**config.mk**
```make
export PLATFORM = sky130hd
export DESIGN_NAME = xsf_front
export DESIGN_NICKNAME = d
export VERILOG_FILES = /design/src/hw/rtl/xsf_pkg.sv /design/src/hw/rtl/xsf_front.sv
export SDC_FILE = /design/constraint.sdc
export NUM_CORES = 1
export LEC_CHECK = 0
export ABC_CLOCK_PERIOD_IN_PS = 4600
export BUFFER_PORTS_ARGS = -buffer_cell sky130_fd_sc_hd__buf_2
export CORE_MARGIN = 1.5
export CORE_UTILIZATION = 39
export DETAILED_ROUTE_END_ITERATION = 7
export GPL_ROUTABILITY_DRIVEN = 0
export GPL_TIMING_DRIVEN = 0
export PLACE_DENSITY = 0.95
export SLEW_MARGIN = 0
export SYNTH_ARGS = -nofsm -noshare
export SYNTH_HDL_FRONTEND = slang
export SYNTH_SLANG_ARGS = --single-unit
export TNS_END_PERCENT = 1
```
**constraint.sdc**
```tcl
create_clock -name vclk -period 4.6
set_clock_uncertainty 0.2 [all_clocks]
set_input_delay 0.69 -clock vclk [all_inputs]
set_output_delay 0.69 -clock vclk [all_outputs]
set_load 0.005 [all_outputs]
```
**src/hw/rtl/xsf_pkg.sv**
```systemverilog
// shared types and constants of the xor sprite framebuffer
package xsf_pkg;

    // default screen size
    localparam int XSF_DEF_WIDTH  = 64;
    localparam int XSF_DEF_HEIGHT = 32;

    // default depth of the queue between front and back
    localparam int XSF_DEF_QUEUE_DEPTH = 2;

    // coordinate widths sized for the largest screen (128 x 64)
    localparam int XSF_COL_W   = 7;
    localparam int XSF_ROW_W   = 6;
    localparam int XSF_COLOR_W = 15;

    typedef enum logic {
        REQ_DRAW = 1'b0,
        REQ_READ = 1'b1
    } t_xsf_req;

    // one classified request, as held in the queue
    typedef struct packed {
        t_xsf_req               req;
        logic [XSF_COL_W-1:0]   col;       // wrapped column (origin for draws)
        logic [XSF_ROW_W-1:0]   row;       // wrapped screen row
        logic [XSF_COLOR_W-1:0] color;     // palette colour for this row
        logic [7:0]             row_bits;
        logic                   clr_coll;  // draw that starts a sprite
        logic                   last_row;
    } t_xsf_item;

endpackage

```
**src/hw/rtl/xsf_front.sv**
```systemverilog
// front end: accepts requests, wraps coordinates and picks the palette colour
module xsf_front import xsf_pkg::*; #(
    parameter int SCREEN_WIDTH  = XSF_DEF_WIDTH,
    parameter int SCREEN_HEIGHT = XSF_DEF_HEIGHT
) (
    input  logic       i_start,
    input  logic       i_busy,
    input  logic       i_req_type,
    input  logic [7:0] i_x_pos,
    input  logic [7:0] i_y_pos,
    input  logic [3:0] i_row_index,
    input  logic [7:0] i_row_bits,
    input  logic       i_last_row,
    output logic       o_push,
    output t_xsf_item  o_item
);

    localparam int RSW = XSF_ROW_W + 1;

    localparam logic [XSF_COLOR_W-1:0] PALETTE [8] = '{
        15'h7c00, 15'h7de0, 15'h7fe0, 15'h03e0,
        15'h03ef, 15'h03ff, 15'h001f, 15'h7c1f
    };

    logic [XSF_COL_W-1:0] x_tab  [256];
    logic [XSF_ROW_W-1:0] y_tab  [256];
    logic [XSF_ROW_W-1:0] ri_tab [16];
    logic [RSW-1:0]       row_sum;
    logic [XSF_ROW_W-1:0] row_draw;
    logic [XSF_ROW_W-1:0] row_sel;
    t_xsf_req             req;

    // constant wrap tables, built at elaboration
    for (genvar g = 0; g < 256; g++) begin : g_xy_tab
        assign x_tab[g] = XSF_COL_W'(g % SCREEN_WIDTH);
        assign y_tab[g] = XSF_ROW_W'(g % SCREEN_HEIGHT);
    end
    for (genvar g = 0; g < 16; g++) begin : g_ri_tab
        assign ri_tab[g] = XSF_ROW_W'(g % SCREEN_HEIGHT);
    end

    assign req = t_xsf_req'(i_req_type);

    // both terms below the height, so one subtract wraps the sum
    always_comb begin
        row_sum = {1'b0, y_tab[i_y_pos]} + {1'b0, ri_tab[i_row_index]};
        if (row_sum >= RSW'(SCREEN_HEIGHT)) begin
            row_draw = XSF_ROW_W'(row_sum - RSW'(SCREEN_HEIGHT));
        end else begin
            row_draw = XSF_ROW_W'(row_sum);
        end
        row_sel = (req == REQ_READ) ? y_tab[i_y_pos] : row_draw;
    end

    assign o_push = i_start && !i_busy;

    always_comb begin
        o_item.req      = req;
        o_item.col      = x_tab[i_x_pos];
        o_item.row      = row_sel;
        o_item.color    = PALETTE[row_sel[4:2]];
        o_item.row_bits = i_row_bits;
        o_item.clr_coll = (req == REQ_DRAW) && (i_row_index == 4'd0);
        o_item.last_row = i_last_row;
    end

endmodule

```
# == Word-level counts from Yosys, hierarchy flattened ==
# Memories as Yosys holds them, arrays and structs flattened.
# Index checks and enable logic that the tools add are counted.
# word_totals
romBits,3544
inputBits,32
memories,4
reg_bits,0
# op_classes
addsub,2
mux,10
n_lt_le_gt_ge,5
bitwise_logic,5
reduce_logical,4
# mem_list
memory,words,word_bits,read_ports,rd_clocked_by_memory_dff,wr,line,text
(name not given),256,7,1,0,0,xsf_front.sv:59,o_item.col = x_tab[i_x_pos];
(name not given),256,6,1,0,0,xsf_front.sv:52,row_sel = (req == REQ_READ) ? y_tab[i_y_pos] : row_draw;
(name not given),8,15,1,0,0,xsf_front.sv:61,o_item.color = PALETTE[row_sel[4:2]];
(name not given),16,6,1,0,0,xsf_front.sv:46,"row_sum = {1'b0, y_tab[i_y_pos]} + {1'b0, ri_tab[i_row_index]};"
# ops
op,n
two-way mux 6 bit,6
two-way mux 15 bit,2
>= comparator 9 bit (second input constant),2
NOT 8 -> 9 bit,2
two-way mux 7 bit,2
adder 6 x 6 -> 7 bit,1
>= comparator 7 x 6 -> 1 bit (second input constant),1
subtractor 6 bit (second input constant),1
>= comparator 5 bit (second input constant),1
NOT 4 -> 5 bit,1
>= comparator 4 bit (second input constant),1
zero test 4 bit,1
NOT 3 -> 4 bit,1
logical AND 1 bit,2
zero test 1 bit,1
NOT 1 bit,1

# == Longest topological paths before layout ==
# depth
depth_word,12
ltp_mapped,8

# == Worst setup path after synthesis ==
# No wires, ideal clock.
# synth_path
kind,input-to-output
startpoint,input i_y_pos[0]
endpoint,output o_item[16] in the netlist's numbering
arrival_ns,2.510
setup_slack_ns,1.200
stages,8
n_path_buf,1
t_required_ns,3.710
path_cell_list,ha_1 fa_1 a211oi_4 nor2_1 or3_1 a211oi_1 nor3_1 buf_4
# synth_lines
item,line,text
from (decl),xsf_front.sv:10,"input logic [7:0] i_y_pos,"
to (decl),xsf_front.sv:15,output t_xsf_item o_item

==> results.yml <==
finish:
  diodes: 0
  drive_gt1_share_pct: 64.4
  final_common_cell: "buf_2"
  layout_common_cells: "50 x buf_2, 29 x buf_4, 5 x nand2_1"
  nFillCells: 156
  area_growth_pct: 41.2
  seq_cells: 0
  seq_area_sq_um: 0
  nets: 174
  fin_cells: 151
  clkbuf_count: 0
status:
  status: "complete, no violations"
detailed_routing:
  wl_mm: 1.44
  drt-pass1-iter-count: 3
  drt_iter0_markers: 6
  wl_per_cell_um: 9.55
  ant_nets: 0
  drc_errors: 0
  dr_total_vias: 686
  viasPerCell: 4.54
sta:
  setup_violations: 0
  fmax_mhz: 267
  hold_viol_final: 0
  grt_setup_unrepaired: "false"
  slew_violations: 0
  setup_tns_ps: 0
  post-route-period-util_pct: 81.5
  fin_crit_ps: 3750
critical_path:
  crit_arrival_ps: 2860
  cp-start-kind: "primary input"
  required_ps: 3710
  crit_path_top_delay_cell: "fa_1"
  path_common_cell: "buf_2"
  end_kind: "output port"
  path_class: "in -> out"
  cp_cell_sequence: "buf_2 > ha_1 > fa_1 > a211oi_4 > nor2_1 > or3_1 > a211oi_1 > nor3_1 > buf_4 > buf_2"
  max_stage_delay_ps: 480
  cp_max_fo: 5
cts:
  hold_buffers: 0
  cts-resized-gates: 0
  post-cts-setup-buffer-count: 0
yosys:
  synth_area_leaders: "buf_4 33%, ha_1 7.7%, mux2_2 5.2%, xnor2_1 4.0%, xor2_1 4.0%"
  yosysTopAreaCellShare_pct: 33.3
  avgSynthCellArea_sq_um: 7.68
  synth_warnings: 0
  syn_area_sq_um: 653
  synthCells: 85
  synth_cell_types: 33
  synth.largest_area_cell: "buf_4"
  ys_seq_area_share_pct: 0
global_route:
  grt.overflow.total: 0
  grt_pass1_vias: 612
  grt_start_max_net_pins: 11
  grt_first_pass_wirelength_mm: 2.39
  track_usage_pct: 15.2
  antenna_found_initial: 0
placement:
  dp.cells: 151
  dp.final_hpwl_mm: 1.32
  io_buffers: 49
min_path:
  hold_class: "in -> out"
power:
  vdd_drop_max_v: 0.0000828
  power_leakage_nw: 0.518
  powerDensity_nw_per_um2: 159
floorplanning:
  ios: 72
  core-area_sq_um: 1540
  rows: 14
  die_area_sq_um: 1930
  start_util_pct: 42.4
  die_w_um: 43.9
  die_h_um: 43.9
flow_run:
  maxCapViolCount: 0
## final cells by class
class | instances | area [sq um] | area share (%)
multi-input combinational | 55 | 430 | 46.7
timing repair buffer | 49 | 245 | 26.6
buffer | 31 | 226 | 24.6
tap | 16 | 20.0 | 2.17
## synth_stat cells
cell type and count:
o21ai_0 4, nor2_1 4, o21ai_2 1, xnor2_1 3, o211ai_1 1, o211a_1 1, mux2i_1 1, nor2b_1 2
buf_2 1, or4_1 1, a21oi_2 1, or2_1 2, or3_1 2, buf_4 29, nor4b_1 1, o21a_1 1
xor2_1 3, mux2_2 3, a211oi_1 2, a21oi_1 2, a211oi_4 1, nand2_1 5, xnor3_1 1, a21o_1 1
and2_1 1, a31o_2 1, conb_1 1, buf_1 1, or2_2 1, ha_1 4, fa_1 1, nand3_1 1
nor3_1 1
## where the power goes
part | leakage [nW] | internal [mW] | switching (mW)
sequential | 0 | 0 | 0
combinational | 0.518 | 0.0863 | 0.0600
clock | 0 | 0 | 0
## final timing paths
path                           from  slack (ps)          to  cells past startpoint
worst min-delay path  i_row_bits[1]        1340   o_item[3]                      2
worst max-delay path     i_y_pos[0]         850  o_item[16]                     10
## worst max-delay path, delay by kind of cell
family	cells	cell delay, ps
buf+inv	3	360
fa+ha+maj	2	700
compound gates	2	580
simple gates	3	530
## stage by stage
| stage | utilization (%) | power (mW) | instance area (sq um) | worst slack [ps] | hold slack, ps |
|---|---|---|---|---|---|
| floorplan | - | 0.0977 | 657 | 1200 | 1210 |
| global placement | 59.8 | 0.143 | 922 | 926 | 1350 |
| detailed placement | 59.8 | 0.148 | 922 | 842 | 1350 |
| CTS | 59.8 | 0.148 | 922 | 843 | 1350 |
| global route | 59.8 | 0.162 | 922 | 679 | 1350 |
| finish | 59.8 | 0.146 | 922 | 850 | 1340 |
## cell families after synthesis
kind of cell               Yosys count  share of synthesized area, %
buffers and inverters               31                          34.7
and+or+nand+nor                     21                          16.9
AOI/OAI and AO/OA                   16                          19.0
xor gates and xnor gates             7                          11.5
adders and majority gates            5                          10.7
muxes                                4                          6.70
other                                1                         0.574
## metal layers
layer	up-vias	GRT usage (%)	wire length [um]
li1	360	-	-
met1	298	17.5	516
met2	28	32.4	827
met3	0	0	98
met4	0	0	0
met5	-	0	0
Note: power is estimated with default switching activity, not from simulation.
