**src/hw/rtl/xsf_pkg.sv**
```systemverilog
// shared types and constants of the xor sprite framebuffer
package xsf_pkg;

    // default screen size
    localparam int XSF_DEF_WIDTH  = 64;
    localparam int XSF_DEF_HEIGHT = 32;

    // default depth of the queue between front and back
    localparam int XSF_DEF_QUEUE_DEPTH = 2;

    // coordinate widths sized for the largest screen (128 x 64)
    localparam int XSF_COL_W   = 7;
    localparam int XSF_ROW_W   = 6;
    localparam int XSF_COLOR_W = 15;

    typedef enum logic {
        REQ_DRAW = 1'b0,
        REQ_READ = 1'b1
    } t_xsf_req;

    // one classified request, as held in the queue
    typedef struct packed {
        t_xsf_req               req;
        logic [XSF_COL_W-1:0]   col;       // wrapped column (origin for draws)
        logic [XSF_ROW_W-1:0]   row;       // wrapped screen row
        logic [XSF_COLOR_W-1:0] color;     // palette colour for this row
        logic [7:0]             row_bits;
        logic                   clr_coll;  // draw that starts a sprite
        logic                   last_row;
    } t_xsf_item;

endpackage

```
**src/hw/rtl/xsf_queue.sv**
```systemverilog
// short fifo of classified requests between front and back
module xsf_queue import xsf_pkg::*; #(
    parameter int DEPTH = XSF_DEF_QUEUE_DEPTH
) (
    input  logic      i_clk,
    input  logic      i_rst_n,
    input  logic      i_push,
    input  t_xsf_item i_item,
    input  logic      i_pop,
    output t_xsf_item o_item,
    output logic      o_empty,
    output logic      o_full
);

    localparam int PW = (DEPTH > 1) ? $clog2(DEPTH) : 1;
    localparam int CW = $clog2(DEPTH + 1);

    t_xsf_item       r_mem [DEPTH];
    logic [PW-1:0]   r_wr_ptr;
    logic [PW-1:0]   r_rd_ptr;
    logic [CW-1:0]   r_count;

    assign o_empty = (r_count == '0);
    assign o_full  = (r_count == CW'(DEPTH));
    assign o_item  = r_mem[r_rd_ptr];

    always_ff @(posedge i_clk) begin
        if (!i_rst_n) begin
            r_wr_ptr <= '0;
            r_rd_ptr <= '0;
            r_count  <= '0;
        end else begin
            if (i_push) begin
                r_wr_ptr <= (r_wr_ptr == PW'(DEPTH - 1)) ? '0 : r_wr_ptr + 1'b1;
            end
            if (i_pop) begin
                r_rd_ptr <= (r_rd_ptr == PW'(DEPTH - 1)) ? '0 : r_rd_ptr + 1'b1;
            end
            if (i_push && !i_pop) begin
                r_count <= r_count + 1'b1;
            end else if (i_pop && !i_push) begin
                r_count <= r_count - 1'b1;
            end
        end
    end

    always_ff @(posedge i_clk) begin
        if (i_push) begin
            r_mem[r_wr_ptr] <= i_item;
        end
    end

endmodule

```
**config.mk**
```make
export PLATFORM = sky130hd
export DESIGN_NAME = xsf_queue
export DESIGN_NICKNAME = d
export VERILOG_FILES = /design/src/hw/rtl/xsf_pkg.sv /design/src/hw/rtl/xsf_queue.sv
export SDC_FILE = /design/constraint.sdc
export NUM_CORES = 1
export LEC_CHECK = 0
export BUFFER_PORTS_ARGS = -buffer_cell sky130_fd_sc_hd__buf_2
export CORE_MARGIN = 2
export CORE_UTILIZATION = 50
export DETAILED_ROUTE_END_ITERATION = 16
export PLACE_DENSITY = 0.77
export SKIP_LAST_GASP = 1
export SYNTH_ARGS = -nofsm -noshare
export SYNTH_HDL_FRONTEND = slang
export SYNTH_SLANG_ARGS = --single-unit
```
**constraint.sdc**
```tcl
create_clock -name i_clk -period 2.9 [get_ports i_clk]
set_input_delay 0.435 -clock i_clk [delete_from_list [all_inputs] [get_ports i_clk]]
set_output_delay 0.435 -clock i_clk [all_outputs]
set_load 0.02 [all_outputs]
```
======== Yosys cells after proc, flatten, opt, wreduce, memory -nomap -nowiden ========
Memory sizes are Yosys's and may differ from the RTL's. A register that Yosys moved wholly into a read port is not among the register bits.
Index checks and enable logic that the tools add are counted.
storage, ports and cells
  bits in registers ....................... 4
  bits in writable memories ............... 78
  bits of input ports ..................... 43
  output and inout bits ................... 41
  logic and storage cells ................. 23
  memories ................................ 1
memories
  memory  words  bits a word  read ports  clocked after memory_dff  wr ports  line             text
  r_mem   2      39           1           1                         1         xsf_queue.sv:18  t_xsf_item r_mem [DEPTH];
cells by class
  $add $sub $neg .......................... 4
  equality and inequality tests ........... 1
  muxes and demuxes ....................... 8
  reduce and logical (&&, ||, !) cells .... 6
operators with widths
  kind                                              count
  2-to-1 mux 1 bit                                  6
  2-to-1 mux 2 bit                                  2
  adder 1 bit, second input constant                2
  adder 2 x 1 -> 2 bit, second input constant       1
  equality test 2 bit, second input constant        1
  logical AND 1 bit                                 2
  logical NOT 1 bit                                 2
  logical NOT 2 bit                                 1
  nonzero test 2 bit                                1
  subtractor 2 x 1 -> 2 bit, second input constant  1

======== Logic depth before layout (Yosys ltp) ========
Gate-level depths: netlist of the first run.
  depth after elaboration ................. 4
  depth in mapped cells ................... 5
  gate-level depth less buffers ........... 5

======== Worst setup path before layout of the first run ========
OpenSTA, ideal clock, no wires.
  path kind ............................... input port to flip-flop
  from .................................... input port i_push
  to ...................................... memory r_mem[0][0] (netlist bit) (enable)
  library setup time ...................... 0.441 ns
  data arrival time ....................... 2.213 ns
  data required time ...................... 2.459 ns
  setup slack ............................. 0.246 ns
  cell stages on the path ................. 1
  path buffers ............................ 0
  cell sequence ........................... nor2b_1
between the ends
  longest elaborated chain between the ends .. 2
ends and longest elaborated chain
  item                                    line             text
  from (decl)                             xsf_queue.sv:7   input logic i_push,
  2-to-1 mux 1 bit                        xsf_queue.sv:48  if (i_push) begin
  2-to-1 mux 1 bit (not written as such)  xsf_queue.sv:49  r_mem[r_wr_ptr] <= i_item;
  to (decl)                               xsf_queue.sv:18
No other way between the ends.

==> flow_summary.toml, run 1 <==
[timing]
fin_crit_sh = 0.793
slew_headroom = 0.588
final_max_slew_viol_count = 0
rsz0062_at_grt = "no"
fmax_mhz = 435
tightestPinTransition_ns = 0.617
hold_viol = 0
setup_slack_ns = 0.602
min_period_ns = 2.30
setup_violations = 0
totalNegativeSetupSlack_ns = 0
finClkSkew_ns = 0.00344

[synthesis]
avgSynthCellArea_um2 = 21.2
synth.distinct_cells = 18
syn_nets = 187
syn-cell-area_um2 = 3030
syn_inst = 143
seq_area_frac_synth = 0.806
ys_ff_latch = 83
yosys_warnings = 0

[global_route]
first_global_vias = 1500
gr-usage-all-layers = 0.150
grt_start_max_net_pins = 29
gr-total-overflow = 0
grt_pass1_wl_um = 7060
grt_antenna_before_repair = 0

[finish]
nNetsFinal = 281
fin_util = 0.634
final_cell_mix = "buf_2 (83), edfxtp_1 (78), mux2_2 (39)"
area_growth_pct = 23.2
drive_gt1_frac = 0.588
layout_commonest_cell = "buf_2"
antenna_cells = 0
fin_area_um2 = 3730

[placed_design]
place_area_um2 = 3560
place_ws_ns = 0.917
portBuffers = 83
gp_congestion = 0.686
dp_hpwl_um = 3360

[power]
pwr-share-clk = 0.298
ir_drop_mv = 0.381
p_leak_nw = 1.42
p_per_area_nw_per_um2 = 657
pwr-share-comb = 0.126
sw_frac_of_total = 0.226
internal_power_mw = 1.90
pwr-share-seq = 0.576
p_sw_mw = 0.555

[detailed_routing]
ant_nets = 0
drtIter0Drc = 92
drtPass1Iterations = 4
post_drt_via_cell_ratio = 4.94
drt_wl_total_um = 4940
wl_per_cell_um = 15.7
dr_total_vias = 1555
drc = 0

[die]
pin_count = 84
die_h_um = 81.8
die-area_um2 = 6700
num_rows = 28
core_um2 = 5890
die_x_um = 81.8
start_util = 0.515

[job]
cap_violations = 0

[run_status]
status = "finished clean"

[worst_setup_path]
crit_path_end_kind = "primary output"
path_delay_family = "flip-flops"
critPathRequiredTime_ns = 2.47
cp_slowest_cell = "dfxtp_2"
r2r_start = "r_wr_ptr"
max_stage_delay_ns = 0.73
path_class = "register to primary output"
cp_cell_sequence = "buf_4 > mux2_2 > buf_2"
critPathLaunchType = "register"
worst-path-max-fanout = 26
cp.arrival_ns = 1.86
cp_num_buf_inv = 2

[clock_tree]
cts_tree = "built"
clock_path_buffers = 2
clk_pin_slew_worst_paths_ns = 0.07
clock-sinks = 83
hold_buffers = 0
insertion_delay_ns = 0.33
cts-resized-gates = 0
numCtsBuffers = 9
htree_num_levels = 3
postCtsSetupBuffers = 0
cts-root-buf = "clkbuf_8"

[min_path]
min_path_type = "input port to register"
worstHoldStart = "i_item[19]"
## worst register-to-register path, cell delays in order, from the launching register on
cell and delay, ns:
dfxtp_1 0.39, and2_2 0.37, buf_4 0.42
## power by group through the flow
stage	combinational [mW]	sequential (mW)	clock [mW]
3_5_place_dp	0.311	1.44	0
4_1_cts	0.313	1.42	0.751
6_report	0.308	1.41	0.732
2_1_floorplan	0.210	1.42	0
3_3_place_gp	0.306	1.44	0
5_1_grt	0.333	1.42	0.805
## per-layer routing
metal  vias up  wire (um)  GRT usage
met4         0         95     0.0900
met3         9        363     0.0451
met5         -          0          0
met2        61       2450      0.241
met1       742       2030      0.179
li1        743          -          -
## through the flow
step / power (mW) / std cells / hold slack, ns
after floorplan: 1.63 / 143 / 0.466
after global placement: 1.74 / 301 / 0.487
after detailed placement: 1.75 / 301 / 0.502
after CTS: 2.48 / 315 / 0.268
after global routing: 2.56 / 315 / 0.265
final: 2.45 / 315 / 0.282
## Yosys cell counts
cell / count / share of area
buf_4: 1 / 0.0025
and2_1: 4 / 0.0083
o21a_1: 1 / 0.0025
edfxtp_1: 78 / 0.77
nor2_1: 1 / 0.0012
nor2b_1: 2 / 0.0041
o21ai_0: 1 / 0.0017
mux2_2: 39 / 0.14
xnor2_1: 1 / 0.0029
buf_6: 1 / 0.0037
or3_1: 1 / 0.0021
ha_1: 1 / 0.0041
xor2_1: 2 / 0.0058
buf_2: 2 / 0.0033
dfxtp_1: 5 / 0.033
and2b_2: 1 / 0.0029
inv_1: 1 / 0.0012
a21boi_1: 1 / 0.0025
## sequential cells by signal (all words and copies together), names as in the netlist, named ones only
signal,cells
r_mem,78
r_count,2
r_rd_ptr,1
r_wr_ptr,1
## kinds of logic after synthesis
| logic type | Yosys count | synth area share |
|---|---|---|
| flops | 83 | 0.806 |
| mux | 39 | 0.145 |
| simple gates | 9 | 0.0186 |
| buf+inv | 5 | 0.0107 |
| compound gates | 3 | 0.00661 |
| xor+xnor | 3 | 0.00868 |
| fa+ha+maj | 1 | 0.00413 |
## path summary, 6_finish.rpt
path	end	slack, ns	cells after the start
setup / recovery	o_item[24]	0.60	3
hold / removal	r_mem[1][19]	0.28	1
setup reg to reg	r_mem[1][27]	1.37	2
hold reg to reg	r_count[1]	0.51	2
## cell type report
cell class | instances | area (um^2)
clock buffers | 9 | 124
clock inverters | 5 | 46.3
fillers | 436 | 2150
inverters | 1 | 3.75
multi-input cells | 55 | 563
flip-flops and latches | 83 | 2440
well taps | 75 | 93.8
repair buffers | 87 | 458
(Power assumes the default switching activity.)
==> run 2, diff against run 1 <==
- CORE_UTILIZATION: 50 -> 46
- PLACE_DENSITY: 0.77 -> 0.74
- clock period: 2.9 -> 2 ns (I/O delays scaled with it)
==> run 2 against run 1 <==
Against the previous run: non-clock buffer count increased by 2; first-iteration DRC count decreased by 57%; worst hold slack lost 0.14 ns; routed wire length is 1.2% higher; clock skew about the same.
==> flow_summary.toml, run 2 (same netlist as run 1, synthesis figures left out) <==
[clock_tree]
cts_tree = "built"
postCtsSetupBuffers = 0
clock-sinks = 83
clock_path_buffers = 2
cts-root-buf = "clkbuf_8"
htree_num_levels = 3
clk_pin_slew_worst_paths_ns = 0.08
insertion_delay_ns = 0.33
numCtsBuffers = 9

[die]
pin_count = 84
die_x_um = 85.2
start_util = 0.477
num_rows = 29
die_h_um = 85.2
core_um2 = 6350
die-area_um2 = 7250

[finish]
nNetsFinal = 283
antenna_cells = 0
largest_register_ffs = 78
fin_cells = 321
largestRegisters = "r_mem (78), r_count (2)"
fin_area_um2 = 3790
top_register = "r_mem"
fin_util = 0.597
drive_gt1_frac = 0.594
area_growth_pct = 25.1
final_cell_mix = "buf_2 (83), edfxtp_1 (78), mux2_2 (39)"
layout_commonest_cell = "buf_2"

[detailed_routing]
wl_per_cell_um = 15.6
ant_nets = 0
dr_total_vias = 1573
post_drt_via_cell_ratio = 4.90
drtPass1Iterations = 4
drc = 0
drt_wl_total_um = 4990
drtIter0Drc = 40

[global_route]
grt_pass1_wl_um = 7580
gr-total-overflow = 0
first_global_vias = 1614
grt_antenna_before_repair = 0
gr-usage-all-layers = 0.141
grt_start_max_net_pins = 28

[worst_setup_path]
critPathRequiredTime_ns = 1.70
cp_slowest_cell = "dfxtp_4"
cp_cell_sequence = "buf_4 > mux2_2 > buf_2"
path_class = "register to primary output"
crit_path_end_kind = "primary output"
cp.arrival_ns = 1.54
max_stage_delay_ns = 0.48
worst-path-max-fanout = 14
critPathLaunchType = "register"

[placed_design]
dpl.cell_count = 305
place_area_um2 = 3580
portBuffers = 83
gp_congestion = 0.705
dp_hpwl_um = 3430

[timing]
min_period_ns = 1.84
totalNegativeSetupSlack_ns = 0
fin_crit_sh = 0.920
rsz0062_at_grt = "no"
finClkSkew_ns = 0.00337
hold_slack_ns = 0.147
final_max_slew_viol_count = 0
tightestPinTransition_ns = 0.359
slew_headroom = 0.761
hold_viol = 0
fmax_mhz = 543
setup_violations = 0

[power]
p_leak_nw = 1.45
ir_drop_mv = 0.602
p_per_area_nw_per_um2 = 987

[run_status]
status = "finished clean"

[job]
cap_violations = 0

[min_path]
min_path_type = "input port to register"
[run 2: cell types whose count changed in the layout (fill, tap and decap cells not counted)]
| cell | previous run | this run |
|---|---|---|
| buf_4 | 3 | 5 |
| bufinv_16 | 1 | 2 |
| clkbuf_1 | 0 | 1 |
| clkinv_1 | 3 | 2 |
| clkinvlp_4 | 0 | 1 |
| dfxtp_2 | 1 | 0 |
| dfxtp_4 | 0 | 1 |
[run 2: power breakdown]
| group | total, mW | leakage, nW | switching (mW) | internal (mW) |
|---|---|---|---|---|
| sequential | 2.04 | 0.774 | 0.0365 | 2.00 |
| clock | 1.24 | 0.101 | 0.550 | 0.693 |
| combinational | 0.461 | 0.571 | 0.256 | 0.205 |
| total | 3.74 | 1.45 | 0.842 | 2.90 |
[run 2: final timing paths]
check,startpoint,to,slack (ns),cells after the start
hold / removal,i_item[0],r_mem[0][0],0.15,1
setup reg to reg,r_wr_ptr,r_mem[1][26],0.80,2
hold reg to reg,r_count[1],r_count[1],0.51,2
setup / recovery,register,o_item[6],0.16,3
[run 2: through the flow]
stage                     worst slack (ns)  power (mW)
after floorplan                      0.220        2.37
after global placement               0.405        2.54
after detailed placement             0.380        2.55
after CTS                          0.00877        3.79
after global routing                0.0842        3.88
final                                0.160        3.74
[run 2: layout make-up]
type,count,area (um^2)
fill,497,2560
sequential,83,2450
multi-input combinational,55,563
timing repair buffer,89,473
clock buffer,10,128
tap,77,96.3
clock inverter,6,80.1
inverter,1,3.75
[run 2: layer usage]
layer / GRT usage / vias up / share of wire
met3: 0.0467 / 12 / 0.077
met2: 0.226 / 67 / 0.48
met5: 0 / - / 0
met4: 0.0851 / 0 / 0.028
met1: 0.166 / 747 / 0.41
li1: - / 747 / -
[run 2: repair_timing]
item,4_1_cts,5_1_grt
setup endpoints to repair,0,14
hold buffers,0,0
gates resized for setup,0,1
[run 2: critical path, delay by kind of cell (launching register included)]
kind | cells | cell delay (ns)
buf+inv | 2 | 0.38
mux | 1 | 0.35
flops | 1 | 0.48
